==> src/rtl/tppp_pkg.sv <==
// shared types, codes and reset values for the thermal and power profile policy
package tppp_pkg;

	// default width of the millisecond timestamp
	localparam int TIME_BITS_DEF = 40;

	// configuration port geometry
	localparam int CFG_IDX_W  = 3;
	localparam int CFG_DATA_W = 32;

	// configuration register indexes
	localparam logic [CFG_IDX_W-1:0] REG_EMERG_HR    = 3'd0;
	localparam logic [CFG_IDX_W-1:0] REG_ENTER_HR    = 3'd1;
	localparam logic [CFG_IDX_W-1:0] REG_EXIT_HR     = 3'd2;
	localparam logic [CFG_IDX_W-1:0] REG_EMERG_LVL   = 3'd3;
	localparam logic [CFG_IDX_W-1:0] REG_PRESS_LVL   = 3'd4;
	localparam logic [CFG_IDX_W-1:0] REG_HOLD_TIME   = 3'd5;
	localparam logic [CFG_IDX_W-1:0] REG_DEBOUNCE    = 3'd6;

	// configuration reset values
	localparam logic [15:0] RST_EMERG_HR  = 16'd4915;
	localparam logic [15:0] RST_ENTER_HR  = 16'd3686;
	localparam logic [15:0] RST_EXIT_HR   = 16'd2867;
	localparam logic [2:0]  RST_EMERG_LVL = 3'd5;
	localparam logic [2:0]  RST_PRESS_LVL = 3'd3;
	localparam logic [31:0] RST_HOLD_TIME = 32'd10000;
	localparam logic [31:0] RST_DEBOUNCE  = 32'd3000;

	// profiles, ordered by aggressiveness
	localparam logic [2:0] PROF_SAVE   = 3'd0;
	localparam logic [2:0] PROF_COMMON = 3'd1;
	localparam logic [2:0] PROF_BAL    = 3'd2;
	localparam logic [2:0] PROF_LITE   = 3'd3;
	localparam logic [2:0] PROF_PERF   = 3'd4;

	// transition reasons
	localparam logic [4:0] RSN_NONE       = 5'd0;
	localparam logic [4:0] RSN_STARTUP    = 5'd1;
	localparam logic [4:0] RSN_GAME_START = 5'd2;
	localparam logic [4:0] RSN_GAME_END   = 5'd3;
	localparam logic [4:0] RSN_PRESSURE   = 5'd4;
	localparam logic [4:0] RSN_EMERG      = 5'd5;
	localparam logic [4:0] RSN_RECOVER    = 5'd6;
	localparam logic [4:0] RSN_SAVER_ON   = 5'd7;
	localparam logic [4:0] RSN_SAVER_OFF  = 5'd8;
	localparam logic [4:0] RSN_SCREEN_OFF = 5'd9;
	localparam logic [4:0] RSN_SCREEN_ON  = 5'd10;
	localparam logic [4:0] RSN_STALE      = 5'd11;
	localparam logic [4:0] RSN_OFFLINE    = 5'd12;
	localparam logic [4:0] RSN_RESTORED   = 5'd13;
	localparam logic [4:0] RSN_CHARGING   = 5'd14;
	localparam logic [4:0] RSN_SHUTDOWN   = 5'd17;

	// telemetry health codes
	localparam logic [1:0] HEALTH_OK    = 2'd0;
	localparam logic [1:0] HEALTH_STALE = 2'd1;

	// width of the fixed input fields below the timestamp
	localparam int IN_FIXED_W = 36;
	// width of one packed result item
	localparam int RES_W = 15;

	// configuration register file contents
	typedef struct packed {
		logic [15:0] emerg_hr;
		logic [15:0] enter_hr;
		logic [15:0] exit_hr;
		logic [2:0]  emerg_lvl;
		logic [2:0]  press_lvl;
		logic [31:0] hold_time;
		logic [31:0] debounce;
	} cfg_t;

	// one result item, last field in the lowest bits
	typedef struct packed {
		logic [4:0] recorded_reason;
		logic       changed;
		logic       safety_flag;
		logic [4:0] reason_code;
		logic [2:0] profile;
	} res_t;

endpackage

==> src/rtl/tppp_cfg.sv <==
// configuration register file for the profile policy
module tppp_cfg (
	input  logic                             clk,
	input  logic                             arst_n,
	input  logic                             cfg_wr_en,
	input  logic [tppp_pkg::CFG_IDX_W-1:0]   cfg_addr,
	input  logic [tppp_pkg::CFG_DATA_W-1:0]  cfg_wdata,
	output tppp_pkg::cfg_t                   cfg
);

	tppp_pkg::cfg_t cfg_q;

	// register writes, indexes beyond the list are ignored
	always_ff @(posedge clk or negedge arst_n) begin
		if (!arst_n) begin
			cfg_q.emerg_hr  <= tppp_pkg::RST_EMERG_HR;
			cfg_q.enter_hr  <= tppp_pkg::RST_ENTER_HR;
			cfg_q.exit_hr   <= tppp_pkg::RST_EXIT_HR;
			cfg_q.emerg_lvl <= tppp_pkg::RST_EMERG_LVL;
			cfg_q.press_lvl <= tppp_pkg::RST_PRESS_LVL;
			cfg_q.hold_time <= tppp_pkg::RST_HOLD_TIME;
			cfg_q.debounce  <= tppp_pkg::RST_DEBOUNCE;
		end else if (cfg_wr_en) begin
			case (cfg_addr)
				tppp_pkg::REG_EMERG_HR:  cfg_q.emerg_hr  <= cfg_wdata[15:0];
				tppp_pkg::REG_ENTER_HR:  cfg_q.enter_hr  <= cfg_wdata[15:0];
				tppp_pkg::REG_EXIT_HR:   cfg_q.exit_hr   <= cfg_wdata[15:0];
				tppp_pkg::REG_EMERG_LVL: cfg_q.emerg_lvl <= cfg_wdata[2:0];
				tppp_pkg::REG_PRESS_LVL: cfg_q.press_lvl <= cfg_wdata[2:0];
				tppp_pkg::REG_HOLD_TIME: cfg_q.hold_time <= cfg_wdata[31:0];
				tppp_pkg::REG_DEBOUNCE:  cfg_q.debounce  <= cfg_wdata[31:0];
				default: ;
			endcase
		end
	end

	assign cfg = cfg_q;

endmodule

==> src/rtl/tppp_core.sv <==
// policy state and combinational decision logic
module tppp_core #(
	parameter int TIME_BITS = tppp_pkg::TIME_BITS_DEF
) (
	input  logic                  clk,
	input  logic                  arst_n,
	input  logic                  advance,
	input  tppp_pkg::cfg_t        cfg,
	input  logic [1:0]            health,
	input  logic                  shutdown_req,
	input  logic [9:0]            sensor_flags,
	input  logic                  in_game,
	input  logic                  package_known,
	input  logic                  force_lite,
	input  logic [15:0]           headroom,
	input  logic signed [3:0]     thermal_level,
	input  logic [TIME_BITS-1:0]  now_time,
	output tppp_pkg::res_t        res
);

	// thermal judgement classes
	localparam logic [2:0] TH_UNKNOWN  = 3'd0;
	localparam logic [2:0] TH_BAND     = 3'd1;
	localparam logic [2:0] TH_PRESSURE = 3'd2;
	localparam logic [2:0] TH_EMERG    = 3'd3;
	localparam logic [2:0] TH_RECOVER  = 3'd4;

	// state registers
	logic [2:0]           cur_prof_q;
	logic [4:0]           last_reason_q;
	logic                 had_tel_q;
	logic                 prev_saver_q;
	logic                 prev_awake_q;
	logic                 prev_charging_q;
	logic [TIME_BITS-1:0] last_switch_q;

	// next state
	logic [2:0]           cur_prof_d;
	logic [4:0]           last_reason_d;
	logic                 had_tel_d;
	logic                 prev_saver_d;
	logic                 prev_awake_d;
	logic                 prev_charging_d;
	logic [TIME_BITS-1:0] last_switch_d;

	logic                 game;
	logic                 pw_av, saver, sc_av, awake, ch_av, chg, au_av, au_on;
	logic                 lvl_known, lvl_emerg, lvl_press;
	logic [2:0]           th;
	logic [TIME_BITS:0]   diff;
	logic [TIME_BITS-1:0] elapsed;
	logic                 hold_done, debounce_short;
	logic                 restored, saver_cleared, wake_edge, perf_now;
	logic [2:0]           prof;
	logic [4:0]           reason;
	logic                 safety;

	// field decode
	assign game  = in_game & package_known;
	assign pw_av = sensor_flags[2];
	assign saver = sensor_flags[3];
	assign sc_av = sensor_flags[4];
	assign awake = sensor_flags[5];
	assign ch_av = sensor_flags[6];
	assign chg   = sensor_flags[7];
	assign au_av = sensor_flags[8];
	assign au_on = sensor_flags[9];

	// thermal judgement, negative levels never reach a threshold
	assign lvl_known = (thermal_level != -4'sd1);
	assign lvl_emerg = lvl_known && (thermal_level >= $signed({1'b0, cfg.emerg_lvl}));
	assign lvl_press = lvl_known && (thermal_level >= $signed({1'b0, cfg.press_lvl}));

	always_comb begin
		if (!sensor_flags[0] || !sensor_flags[1]) begin
			th = TH_UNKNOWN;
		end else if (headroom >= cfg.emerg_hr || lvl_emerg) begin
			th = TH_EMERG;
		end else if (headroom >= cfg.enter_hr || lvl_press) begin
			th = TH_PRESSURE;
		end else if (headroom <= cfg.exit_hr) begin
			th = TH_RECOVER;
		end else begin
			th = TH_BAND;
		end
	end

	// time since the last thermal switch, saturating at zero
	assign diff    = {1'b0, now_time} - {1'b0, last_switch_q};
	assign elapsed = diff[TIME_BITS] ? '0 : diff[TIME_BITS-1:0];
	assign hold_done      = (elapsed >= TIME_BITS'(cfg.hold_time));
	assign debounce_short = (elapsed < TIME_BITS'(cfg.debounce));

	assign perf_now = (cur_prof_q == tppp_pkg::PROF_PERF) ||
	                  (cur_prof_q == tppp_pkg::PROF_LITE);

	// rule chain in priority order
	always_comb begin
		had_tel_d       = had_tel_q;
		prev_saver_d    = prev_saver_q;
		prev_awake_d    = prev_awake_q;
		prev_charging_d = prev_charging_q;
		last_switch_d   = last_switch_q;
		restored        = !had_tel_q;
		saver_cleared   = prev_saver_q && pw_av;
		wake_edge       = !prev_awake_q && awake;
		prof            = tppp_pkg::PROF_BAL;
		reason          = tppp_pkg::RSN_NONE;
		safety          = 1'b1;
		last_reason_d   = last_reason_q;
		if (shutdown_req) begin
			reason        = tppp_pkg::RSN_SHUTDOWN;
			last_reason_d = reason;
		end else if (health[1]) begin
			had_tel_d     = 1'b0;
			reason        = tppp_pkg::RSN_OFFLINE;
			last_reason_d = reason;
		end else begin
			had_tel_d = 1'b1;
			if (th == TH_EMERG) begin
				last_switch_d = now_time;
				reason        = tppp_pkg::RSN_EMERG;
				last_reason_d = reason;
			end else if (pw_av && saver) begin
				prev_saver_d  = 1'b1;
				prof          = tppp_pkg::PROF_SAVE;
				reason        = tppp_pkg::RSN_SAVER_ON;
				last_reason_d = reason;
			end else begin
				prev_saver_d = 1'b0;
				if (sc_av && !awake) begin
					prev_awake_d  = 1'b0;
					reason        = tppp_pkg::RSN_SCREEN_OFF;
					last_reason_d = reason;
				end else begin
					prev_awake_d = !sc_av || awake;
					safety       = 1'b0;
					// game session rules
					if (game) begin
						prof   = tppp_pkg::PROF_PERF;
						reason = restored ? tppp_pkg::RSN_RESTORED :
						         (perf_now ? tppp_pkg::RSN_NONE : tppp_pkg::RSN_GAME_START);
						if (force_lite) begin
							prof = tppp_pkg::PROF_LITE;
						end else if (th == TH_PRESSURE) begin
							prof   = tppp_pkg::PROF_LITE;
							reason = tppp_pkg::RSN_PRESSURE;
							safety = 1'b1;
						end else if (th == TH_UNKNOWN) begin
							prof = (sensor_flags[0] && cur_prof_q == tppp_pkg::PROF_LITE) ?
							       tppp_pkg::PROF_LITE : tppp_pkg::PROF_PERF;
						end else if (cur_prof_q == tppp_pkg::PROF_LITE) begin
							if (th == TH_RECOVER && hold_done) begin
								prof   = tppp_pkg::PROF_PERF;
								reason = tppp_pkg::RSN_RECOVER;
							end else begin
								prof = tppp_pkg::PROF_LITE;
							end
						end
						// debounce of thermal driven tier changes
						if ((reason == tppp_pkg::RSN_PRESSURE || reason == tppp_pkg::RSN_RECOVER)
						    && prof != cur_prof_q) begin
							if (debounce_short) begin
								prof   = cur_prof_q;
								reason = tppp_pkg::RSN_NONE;
								safety = 1'b0;
							end else begin
								last_switch_d = now_time;
							end
						end
					end else begin
						prof = tppp_pkg::PROF_BAL;
						if (saver_cleared) begin
							reason = tppp_pkg::RSN_SAVER_OFF;
						end else if (wake_edge) begin
							reason = tppp_pkg::RSN_SCREEN_ON;
						end else if (restored) begin
							reason = tppp_pkg::RSN_RESTORED;
						end else if (ch_av && chg != prev_charging_q) begin
							reason = tppp_pkg::RSN_CHARGING;
						end else begin
							reason = (cur_prof_q == tppp_pkg::PROF_BAL) ?
							         tppp_pkg::RSN_NONE : tppp_pkg::RSN_GAME_END;
						end
					end
					prev_charging_d = ch_av && chg;
					// stale telemetry veto on promotion
					if (health == tppp_pkg::HEALTH_STALE && prof > cur_prof_q) begin
						prof   = cur_prof_q;
						reason = tppp_pkg::RSN_STALE;
						safety = 1'b1;
					end
					// audio guard on non-safety changes
					if (!safety && au_av && au_on && perf_now && prof != cur_prof_q) begin
						prof   = cur_prof_q;
						reason = tppp_pkg::RSN_NONE;
					end
					if (reason != tppp_pkg::RSN_NONE) begin
						last_reason_d = reason;
					end
				end
			end
		end
		cur_prof_d = prof;
	end

	// result of the item in flight
	assign res.profile         = prof;
	assign res.reason_code     = reason;
	assign res.safety_flag     = safety;
	assign res.changed         = (prof != cur_prof_q);
	assign res.recorded_reason = last_reason_d;

	// state update on each decided item
	always_ff @(posedge clk or negedge arst_n) begin
		if (!arst_n) begin
			cur_prof_q      <= tppp_pkg::PROF_BAL;
			last_reason_q   <= tppp_pkg::RSN_NONE;
			had_tel_q       <= 1'b0;
			prev_saver_q    <= 1'b0;
			prev_awake_q    <= 1'b1;
			prev_charging_q <= 1'b0;
			last_switch_q   <= '0;
		end else if (advance) begin
			cur_prof_q      <= cur_prof_d;
			last_reason_q   <= last_reason_d;
			had_tel_q       <= had_tel_d;
			prev_saver_q    <= prev_saver_d;
			prev_awake_q    <= prev_awake_d;
			prev_charging_q <= prev_charging_d;
			last_switch_q   <= last_switch_d;
		end
	end

endmodule

==> src/rtl/thermal_power_profile_policy.sv <==
// top level of the thermal and power profile policy: handshake, stage registers, config
//
//  channel   direction  signals                         content
//  s_*       in         s_tvalid s_tready s_tdata       one telemetry sample per item
//  m_*       out        m_tvalid m_tready m_tdata       one profile decision per item
//  cfg_*     in         cfg_wr_en cfg_addr cfg_wdata    register writes, no read-back
//
//  one item per cycle sustained while m_tready stays high; a taken item passes through the
//  input register, then decision logic into the result register, where it is presented
//  the decision of an item updates the policy state as it moves into the result register,
//  so the next item to be decided sees it
//  m_tready low holds the result register and, once the input register is also full,
//  drops s_tready; arst_n resets state and config and clears both valid flags
module thermal_power_profile_policy #(
	parameter int TIME_BITS = tppp_pkg::TIME_BITS_DEF,
	localparam int IN_BITS  = tppp_pkg::IN_FIXED_W + TIME_BITS,
	localparam int IN_W     = ((IN_BITS + 7) / 8) * 8,
	localparam int OUT_W    = ((tppp_pkg::RES_W + 7) / 8) * 8
) (
	input  logic                             clk,
	input  logic                             arst_n,
	input  logic                             s_tvalid,
	output logic                             s_tready,
	// health[1:0] shutdown_req[2] sensor_flags[12:3] in_game[13] package_known[14]
	// force_lite[15] headroom[31:16] thermal_level[35:32] now_time[35+TIME_BITS:36]
	input  logic [IN_W-1:0]                  s_tdata,
	output logic                             m_tvalid,
	input  logic                             m_tready,
	// profile[2:0] reason_code[7:3] safety_flag[8] changed[9] recorded_reason[14:10]
	output logic [OUT_W-1:0]                 m_tdata,
	input  logic                             cfg_wr_en,
	input  logic [tppp_pkg::CFG_IDX_W-1:0]   cfg_addr,
	input  logic [tppp_pkg::CFG_DATA_W-1:0]  cfg_wdata
);

	tppp_pkg::cfg_t cfg;
	tppp_pkg::res_t res;
	tppp_pkg::res_t res_q;

	logic               valid_s1;
	logic [IN_BITS-1:0] item_s1;
	logic               m_valid_q;
	logic               out_free;
	logic               advance;
	logic               s_acc;

	// handshake
	assign out_free = !m_valid_q || m_tready;
	assign advance  = valid_s1 && out_free;
	assign s_tready = !valid_s1 || out_free;
	assign s_acc    = s_tvalid && s_tready;

	// input register
	always_ff @(posedge clk or negedge arst_n) begin
		if (!arst_n) begin
			valid_s1 <= 1'b0;
		end else if (s_acc) begin
			valid_s1 <= 1'b1;
		end else if (advance) begin
			valid_s1 <= 1'b0;
		end
	end

	always_ff @(posedge clk) begin
		if (s_acc) begin
			item_s1 <= s_tdata[IN_BITS-1:0];
		end
	end

	tppp_cfg u_cfg (
		.clk       (clk),
		.arst_n    (arst_n),
		.cfg_wr_en (cfg_wr_en),
		.cfg_addr  (cfg_addr),
		.cfg_wdata (cfg_wdata),
		.cfg       (cfg)
	);

	tppp_core #(
		.TIME_BITS (TIME_BITS)
	) u_core (
		.clk           (clk),
		.arst_n        (arst_n),
		.advance       (advance),
		.cfg           (cfg),
		.health        (item_s1[1:0]),
		.shutdown_req  (item_s1[2]),
		.sensor_flags  (item_s1[12:3]),
		.in_game       (item_s1[13]),
		.package_known (item_s1[14]),
		.force_lite    (item_s1[15]),
		.headroom      (item_s1[31:16]),
		.thermal_level (item_s1[35:32]),
		.now_time      (item_s1[IN_BITS-1:tppp_pkg::IN_FIXED_W]),
		.res           (res)
	);

	// result register
	always_ff @(posedge clk or negedge arst_n) begin
		if (!arst_n) begin
			m_valid_q <= 1'b0;
		end else if (advance) begin
			m_valid_q <= 1'b1;
		end else if (m_tready) begin
			m_valid_q <= 1'b0;
		end
	end

	always_ff @(posedge clk) begin
		if (advance) begin
			res_q <= res;
		end
	end

	assign m_tvalid = m_valid_q;
	assign m_tdata  = OUT_W'(res_q);

	// input side only stalls when both stages are full and the output is held
	a_stall_cause: assert property (@(posedge clk) disable iff (!arst_n)
		!s_tready |-> (valid_s1 && m_valid_q && !m_tready))
		else $error("input stalled without a held result");

	// every decided item shows up as a result
	a_advance_out: assert property (@(posedge clk) disable iff (!arst_n)
		advance |=> m_valid_q)
		else $error("decided item did not reach the result register");

	// profile stays within the defined tiers
	a_profile_range: assert property (@(posedge clk) disable iff (!arst_n)
		m_valid_q |-> (res_q.profile <= tppp_pkg::PROF_PERF))
		else $error("profile out of range");

	// a non-none reason is always the one recorded
	a_reason_recorded: assert property (@(posedge clk) disable iff (!arst_n)
		(m_valid_q && res_q.reason_code != tppp_pkg::RSN_NONE) |->
		(res_q.recorded_reason == res_q.reason_code))
		else $error("reason not recorded");

	// powersave is only ever chosen by the saver rule
	a_save_reason: assert property (@(posedge clk) disable iff (!arst_n)
		(m_valid_q && res_q.changed && res_q.profile == tppp_pkg::PROF_SAVE) |->
		(res_q.reason_code == tppp_pkg::RSN_SAVER_ON))
		else $error("powersave without saver reason");

endmodule
==> config.mk <==
export PLATFORM = sky130hd
export DESIGN_NAME = thermal_power_profile_policy
export DESIGN_NICKNAME = d
export VERILOG_FILES = /design/src/rtl/tppp_pkg.sv /design/src/rtl/tppp_cfg.sv /design/src/rtl/tppp_core.sv /design/src/rtl/thermal_power_profile_policy.sv
export SDC_FILE = /design/constraint.sdc
export NUM_CORES = 1
export LEC_CHECK = 0
export BUFFER_PORTS_ARGS = -buffer_cell sky130_fd_sc_hd__buf_2
export CAP_MARGIN = 20
export CORE_MARGIN = 4
export CORE_UTILIZATION = 57
export CTS_BUF_LIST = sky130_fd_sc_hd__clkbuf_2
export DETAILED_ROUTE_END_ITERATION = 10
export HOLD_SLACK_MARGIN = 0.08
export PLACE_DENSITY = 0.84
export SLEW_MARGIN = 20
export SYNTH_ARGS = -nofsm -noshare
export SYNTH_HDL_FRONTEND = slang
export SYNTH_HIERARCHICAL = 1
export SYNTH_SLANG_ARGS = --single-unit
export TNS_END_PERCENT = 30
==> constraint.sdc <==
create_clock -name clk -period 7.7 [get_ports clk]
set_input_delay 0.77 -clock clk [delete_from_list [all_inputs] [get_ports clk]]
set_output_delay 0.77 -clock clk [all_outputs]
set_load 0.1 [all_outputs]
==> qor.csv <==
metric,value,unit
total leakage power,8.69,nW
unrepaired setup endpoints after global routing,true,
router iterations before antenna repair,6,
per-cell routed wire length,17.6,µm
critical path launch point type,register,
routability congestion estimate from global placement,0.947,
floorplan die area,31400,µm²
post-route cell area,19000,µm²
# port buffers,132,
Hold Fails Final Rpt,0,
grt total ovfl,0,
placed cell area,17400,µm²
Post-Synthesis Cells,1552,
CTS tree,built,
Post-Syn Nets,1831,
number of slew-limit violations in the final report,0,
number of primary I/O pins,138,
CP max stage delay,0.46,ns
site row count,61,
critical path class,reg2reg,
unique cell type count in the Yosys netlist,92,
final period demand of the worst path,7.24,ns
highest attainable clock frequency,0.138,GHz
number of non-filler instances in the completed layout,2248,
Fin Hold WS,0.148,ns
post-placement cell count,2031,
number of H-tree branching levels,3,
transition time at the pin with the least slew margin,0.950,ns
sequential area share after synthesis,0.434,
clock sink count,263,
Die Y-Extent,177,µm
Post-synth top flop,dfrtp_1,
post-synthesis register bit count,263,
sort of element at the end of the critical path,register,
residual antenna-violating net count after detailed routing,0,
Starting DRT DRC Count,919,
fraction of final layout cells sized beyond drive strength 1,0.291,
pin count of the biggest net entering global routing,76,
DIE WIDTH,177,µm
clk buf depth,3,
Worst EP required,8.41,ns
CP max-delay cell,or4_1,
count of flip-flops with a built-in enable after synthesis,91,
number of buffers created by CTS,71,
clock skew,0.0802,ns
Placeable Area,28000,µm²
CTS root buf,clkbuf_2,
synthesis-to-finish area growth,16.4,%
share of synthesized registers carrying an async set or reset,0.654,
Synth Cell Area,16300,µm²
via count of the first global-routing pass,13400,
headroom to the max-slew limit,0.367,
pwr/cell area,291,nW/µm²
final net count,2089,
global routing usage summed across all routing layers,0.254,
overall via count from detail_route,12800,
final routed DRC violation total,0,
largest fanout of any net on the critical path,5,
Syn. warnings,6,
worst-skew pair later-pin latency,0.89,ns
reported max-cap violation count,0,
VDD IR-drop max,0.134,mV
Initial Util,0.584,
outcome,completed,
endpoint arrival time on the critical path,7.94,ns
final number of setup-violating endpoints,0,
antenna violations before repair,5,
total length of routed wires,39600,µm
Post-Syn Area per Cell,10.5,µm²
final worst-path cycle share,0.940,
Tightest Hold Check Type,in2reg,
global-route wire length before repair,65000,µm
half-perimeter wire length after placement,28500,µm
Clock Pin Slew Worst Setup and Hold Paths,0.10,ns
Via-to-Cell Ratio,5.70,
==> stage by stage <==
stage          utilization  total power (W)  TNS [ns]  worst slack (ns)
5_1_grt              0.679          0.00598   -0.0289           -0.0152
3_5_place_dp         0.620          0.00434         0             0.162
3_3_place_gp         0.620          0.00424         0             0.325
2_1_floorplan            -          0.00370         0             0.508
4_1_cts              0.675          0.00548         0             0.109
6_report             0.679          0.00553         0             0.462
==> power by group <==
part | total [W] | internal (W) | switching [W]
clock | 0.00108 | 0.000465 | 0.000615
combinational | 0.00257 | 0.00107 | 0.00150
sequential | 0.00188 | 0.00174 | 0.000140
total | 0.00553 | 0.00327 | 0.00226
==> synthesized netlist by cell type, types with 11 or more instances <==
master,count,area (µm²)
o21a_1,13,97.6
clkbuf_1,16,60.1
xnor2_1,19,166
o21ai_0,54,270
a211oi_1,14,105
nor2_1,113,424
a21o_1,29,218
a21oi_1,85,425
o21bai_1,15,113
nand4_1,34,213
a31oi_1,11,68.8
nor2b_1,12,75.1
dfstp_2,39,1020
inv_1,176,661
xor2_1,13,114
edfxtp_1,91,2730
ha_1,158,1980
nand2_1,87,327
nand2b_1,13,81.3
dfrtp_1,133,3330
mux2_2,157,1770
nand3_1,28,140
nor3_1,26,130
buf_2,26,130
==> cell usage in the layout, fill, tap and decap left out, drive strengths merged, types with 6 or more instances in the layout <==
master       Yosys  layout
edfxtp          91      91
mux2           157     157
clkbuf          16     115
a21boi           6       6
nand2           87      87
dlygate4sd3      0      82
inv            176     179
and4             6       6
nand3           28      28
dfstp           39      39
nor2b           12      12
nor4             8       8
o21a            13      13
clkinv           0       9
nor2           114     114
o21bai          15      15
dfrtp          133     133
or3              6       6
nor3            26      26
a21oi           92      92
o22ai            6       6
xnor2           19      19
nand2b          13      13
xor2            13      13
or2              9       9
o21ai           64      64
a211oi          15      15
a2111oi          6       6
o31ai           10      10
o211ai          11      11
and2             9       9
a31oi           12      12
buf             40     159
ha             158     158
a21o            29      29
nand4           35      35
==> worst paths after layout <==
kind                                                  from                         endpoint  slack (ns)  cells past startpoint
max                                  item_s1[37]$_DFFE_PP_            m_tdata[14]$_DFFE_PP_        0.46                     32
min                                          cfg_wdata[17]        u_cfg/cfg[17]$_DFFE_PN0P_        0.15                      2
max reg2reg                          item_s1[37]$_DFFE_PP_            m_tdata[14]$_DFFE_PP_        0.46                     32
min reg2reg                u_core/prev_awake_q$_DFFE_PN1P_  u_core/prev_awake_q$_DFFE_PN1P_        0.51                      2
max in group asynchronous                           arst_n        u_cfg/cfg[43]$_DFFE_PN0P_        5.94                      3
min in group asynchronous                           arst_n       u_cfg/cfg[105]$_DFFE_PN0P_        0.51                      2
==> cells by family (layout without fill, tap and decap cells) <==
group	count (synthesis)	count (layout)	share of synthesized area
and+or+nand+nor	374	374	0.115
AOI/OAI and AO/OA	331	331	0.141
DFF	263	263	0.434
buffers and inverters	232	547	0.0606
muxes	160	160	0.110
adders and majority gates	159	159	0.122
xor gates and xnor gates	32	32	0.0171
other	1	4	0.000229
==> repair_timing <==
item                                    4_1_cts  5_1_grt
endpoints found under the setup margin        0       20
gates resized for setup                       0       28
endpoints found under the hold margin       140        0
buffers inserted                              0        1
hold buffers                                 82        0
==> state kept, by name (all words and copies together), names as in the netlist <==
register,count
u_cfg/cfg,118
item_s1,76
u_core/last_switch_q,40
m_tdata,15
u_core/last_reason_q,5
u_core/cur_prof_q,3
m_tvalid,1
u_core/had_tel_q,1
u_core/prev_awake_q,1
u_core/prev_charging_q,1
u_core/prev_saver_q,1
valid_s1,1
==> critical path, delay by kind of cell (launching register included) <==
| family | cells | cell delay, ns |
|---|---|---|
| xor+xnor | 1 | 0.14 |
| compound gates | 18 | 3.34 |
| flops | 1 | 0.45 |
| simple gates | 10 | 2.39 |
| fa+ha+maj | 3 | 0.80 |
==> final cells by class <==
cell class                      count  area (µm²)
Sequential cell                   263        7090
Inverter                          176         661
Clock inverter                     15         133
Antenna cell                        3        7.51
Tap cell                          378         473
Clock buffer                      115         576
Fill cell                        2136        8980
Multi-Input combinational cell   1057        8390
Timing Repair Buffer              241        1710
==> routing by layer <==
| metal | vias to the layer above | GRT usage | wire length [µm] |
|---|---|---|---|
| met5 | - | 0 | 20 |
| met4 | 4 | 0.0980 | 1110 |
| met3 | 96 | 0.0490 | 2060 |
| met2 | 387 | 0.435 | 19600 |
| met1 | 6163 | 0.319 | 16800 |
| li1 | 6161 | - | - |
No activity file was read; power rests on OpenSTA's default activity.
